==> src/design/csr_ram.sv <==
// Generic single-write, single-read RAM with registered read data.
`default_nettype none
module csr_ram #(
	parameter int WIDTH = 8,
	parameter int DEPTH = 16
) (
	input  wire                     clk,
	input  wire                     we,
	input  wire [$clog2(DEPTH)-1:0] waddr,
	input  wire [WIDTH-1:0]         wdata,
	input  wire [$clog2(DEPTH)-1:0] raddr,
	output logic [WIDTH-1:0]        rdata
);

	logic [WIDTH-1:0] mem [DEPTH];

	always_ff @(posedge clk) begin
		if (we) begin
			mem[waddr] <= wdata;
		end
		rdata <= mem[raddr];
	end

endmodule
`default_nettype wire

==> config.mk <==
export PLATFORM = sky130hd
export DESIGN_NAME = csr_ram
export DESIGN_NICKNAME = d
export VERILOG_FILES = /design/src/design/csr_ram.sv
export SDC_FILE = /design/constraint.sdc
export NUM_CORES = 1
export LEC_CHECK = 0
export BUFFER_PORTS_ARGS = -buffer_cell sky130_fd_sc_hd__clkbuf_2
export CAP_MARGIN = 0
export CORE_MARGIN = 2
export CORE_UTILIZATION = 45
export DETAILED_ROUTE_END_ITERATION = 7
export HOLD_SLACK_MARGIN = 0.15
export PLACE_DENSITY = 0.62
export SLEW_MARGIN = 15
export SYNTH_ARGS = -nofsm -noshare
export SYNTH_HDL_FRONTEND = slang
export SYNTH_SLANG_ARGS = --single-unit
==> constraint.sdc <==
create_clock -name clk -period 4.3 [get_ports clk]
set_input_delay 1.29 -clock clk [delete_from_list [all_inputs] [get_ports clk]]
set_output_delay 1.29 -clock clk [all_outputs]
set_load 0.005 [all_outputs]
; After elaboration in Yosys (flattened, before gate mapping)
; Memory sizes are Yosys's and may differ from the RTL's. A register that Yosys moved wholly into a read port is not among the register bits.
; Index checks and enable logic that the tools add are counted.
[classes]
muxes = 2
[ops]
columns = cell, n
row1 = $mux W1, 2
[totals]
ram_bits = 128
reg_bits = 0
mem_count = 1
inputBits = 18
wordCells = 3
[memory_table]
columns = memory, words, word_bits, read_ports, rd_clocked_by_memory_dff, write_ports, line
row1 = mem, 16, 8, 1, 1, 1, 15  ; logic [WIDTH-1:0] mem [DEPTH];

; Longest topological paths before layout
[logic_depth]
ltp_word = 2
ltp_mapped = 5
depth_no_buf = 3

; Least setup slack after synthesis
; No wires, ideal clock.
[synth_timing]
path_kind = in2reg
startpoint = input waddr[2]
endpoint = memory mem[0][0], enable pin
required_time_ps = 3917
setup_time_ps = 383
path_buffers = 0
slack_ps = 1517
cell_stages = 2
arrival_time_ps = 2400
cell_sequence = or3b_2 nor3_1
[synth_rtl]
columns = item, line
row1 = start: declaration, 9  ; input wire [$clog2(DEPTH)-1:0] waddr,
row2 = end: declaration, 15
; No word-level cell before the write port.

; Worst setup path after layout
[layout_timing]
startpoint = input waddr[2]
endpoint = memory mem[2][5], enable pin
; No word-level cell before the write port.

==> summary.md <==
| Metric | Value |
|---|---|
| Crit end category | `flip-flop` |
| Most common cell after layout, fill and taps aside | `edfxtp_1` |
| Placed cell areas | `5420 sq um` |
| Worst-Margin Slew | `0.956 ns` |
| Layout cells sized above 1 | `0.274` |
| Clock Skew | `0.0160 ns` |
| CTS resizes | `0` |
| # diodes | `0` |
| Post-CTS Setup Inserts | `0` |
| Final setup margin | `1.67 ns` |
| Crit Path Max Fanout | `8` |
| Syn Area/Cell | `22.5 sq um` |
| Via Count | `2342` |
| Remaining antenna violation count | `0` |
| Die height | `111 um` |
| Final setup viols | `0` |
| Setup TNS | `0 ns` |
| Place WS | `1.22 ns` |
| Clock tree sinks | `136` |
| DRT Pass-1 Iters | `4` |
| Vias per cell | `5.52` |
| Initial antenna violation count | `0` |
| Cts bufs inserted | `17` |
| Worst-Skew Late Latency | `0.41 ns` |
| DRC violations left | `0` |
| DRT iter0 DRCs | `171` |
| Core ar. | `11300 sq um` |
| Status | `finished clean` |
| Clock Pin Slew Worst Setup and Hold Paths | `0.06 ns` |
| Critical path's largest stage delay | `0.74 ns` |
| Synth Instances | `229` |
| DIE AREA | `12300 sq um` |
| DP HPWL | `5.74 mm` |
| Total track usage | `0.163` |
| Static Leak | `0.00202 uW` |
| Root buf cell | `clkbuf_16` |
| Nets | `286` |
| Vias in the first global route | `2349` |
| Synth area leaders | `edfxtp_1 75%, mux4_2 7.9%, mux4_1 7.1%` |
| DIE WIDTH | `111 um` |
| Max-cap viol count | `0` |
| CTS tree | `built` |
| Avg WL per Cell | `22.0 um` |
| Max Transition Viols Final | `0` |
| Sequential element share of the synthesized area | `0.778` |
| FILL cells | `855` |
| Rel. slew slack | `0.360` |
| Syn. warnings | `0` |
| Total Power | `3030 uW` |
| Critical path class | `input port to flip-flop` |
| Yosys top cell area share | `0.747` |
| Final min period | `2.63 ns` |
| Starting Density | `0.457` |
| Crit path max-delay family | `simple AND/OR/NAND/NOR gates` |
| Largest net degree at the start of global routing | `33` |
| H-tree Lvls | `4` |
| Netlist cell types | `19` |
| VDD IR max | `0.000272 V` |
| Top Ports | `26` |
| Port buffer count | `25` |
| Buf/Inv on CP | `1` |
| First-pass GRT wire length | `14.2 mm` |
| CP Launch Type | `input port` |
| Power Dens Cells | `505 nW/um^2` |
| Grt total ovfl | `0` |
| Syn_nets | `247` |
| Routed wire length | `9.31 mm` |
| Synthesis-stage register bit count | `136` |
| Routability cong. | `0.781` |
| Final Hold Vio Count | `0` |
| RSZ-0062 raised after global routing | `no` |
| Sequence of cells on the critical path | `clkbuf_2 -> or3b_2 -> nor2_1` |
| Hold_buf cts | `0` |
| Arrival time worst endpoint | `2.65 ns` |
| Final instance area | `6000 sq um` |
| Crit path required time | `4.32 ns` |
| Area grow syn2layout | `16.6%` |
| Row Count | `39` |
| Most frequent cells in the layout | `128 x edfxtp_1, 25 x clkbuf_2, 18 x mux4_2` |
| F_max | `380 MHz` |
| Period utilisation layout | `0.612` |
| Type of the tightest min-delay check | `flip-flop to flip-flop` |
| Top cell type by total area after synthesis | `edfxtp_1` |
| Synth Cell Area | `5150 sq um` |
| Hold_ws | `0.664 ns` |
| Longest Clk Path Bufs | `2` |
| Critical-path top delay cell | `nor2_1` |
worst register-to-register path: cells and delay by family, from the launching register on:
kind	cells	cell delay, ns
simple gates	1	0.09
compound gates	1	0.27
mux	1	0.54
flops	1	0.37
final cells by class:
cell class | instances | area, sq um | share of cell area
Sequential cell | 136 | 4000 | 0.667
Timing Repair Buffer | 30 | 175 | 0.0292
Clock inverter | 7 | 91.3 | 0.0152
Multi-Input combinational cell | 83 | 1060 | 0.176
Tap cell | 143 | 179 | 0.0298
Clock buffer | 25 | 495 | 0.0826
sequential cells by signal, indices dropped and copies added, names as in the netlist:
name	cells
mem	128
rdata	8
stage by stage:
stage	utilization	std cells
detailed placement	0.480	392
global route	0.532	424
CTS	0.532	424
finish	0.532	424
global placement	0.480	392
floorplan	-	229
layer usage:
| layer | up-vias | track usage | routed length, um |
|---|---|---|---|
| met5 | - | 0 | 0 |
| met4 | 0 | 0.0683 | 100 |
| met3 | 8 | 0.0536 | 521 |
| met2 | 87 | 0.245 | 4540 |
| met1 | 1199 | 0.221 | 4150 |
| li1 | 1048 | - | - |
final timing paths:
| kind | from | end | slack [ns] | cells past startpoint |
|---|---|---|---|---|
| worst min-delay path | mem[15][0]$_DFFE_PP_ | rdata[0]$_DFF_P_ | 0.66 | 3 |
| worst max-delay path | waddr[2] | mem[2][5]$_DFFE_PP_ | 1.67 | 3 |
| worst max register to register | mem[5][2]$_DFFE_PP_ | rdata[2]$_DFF_P_ | 2.92 | 3 |
| worst min register to register | mem[15][0]$_DFFE_PP_ | rdata[0]$_DFF_P_ | 0.66 | 3 |
logic make-up (layout without fill, tap and decap cells):
group	count (synthesis)	after routing	share of synthesized area
mux	32	32	0.150
buf+inv	10	62	0.0168
flops	136	136	0.778
compound gates	16	16	0.0233
simple gates	35	35	0.0318
synth_stat cells (all sizes together):
cell type / number
edfxtp: 128
mux4: 32
a22oi: 16
nor2: 13
nand2: 9
dfxtp: 8
buf: 7
nor3: 4
clkdlybuf4s25: 3
nand2b: 2
nand3b: 2
and2: 1
and2b: 1
nand3: 1
nor2b: 1
or3b: 1
where the power goes:
part / switching [uW] / internal [uW]
Clock: 496 / 913
Sequential: 7.36 / 1480
Combinational: 73.9 / 55.0
Total: 578 / 2450
Note: power is estimated with default switching activity, not from simulation.
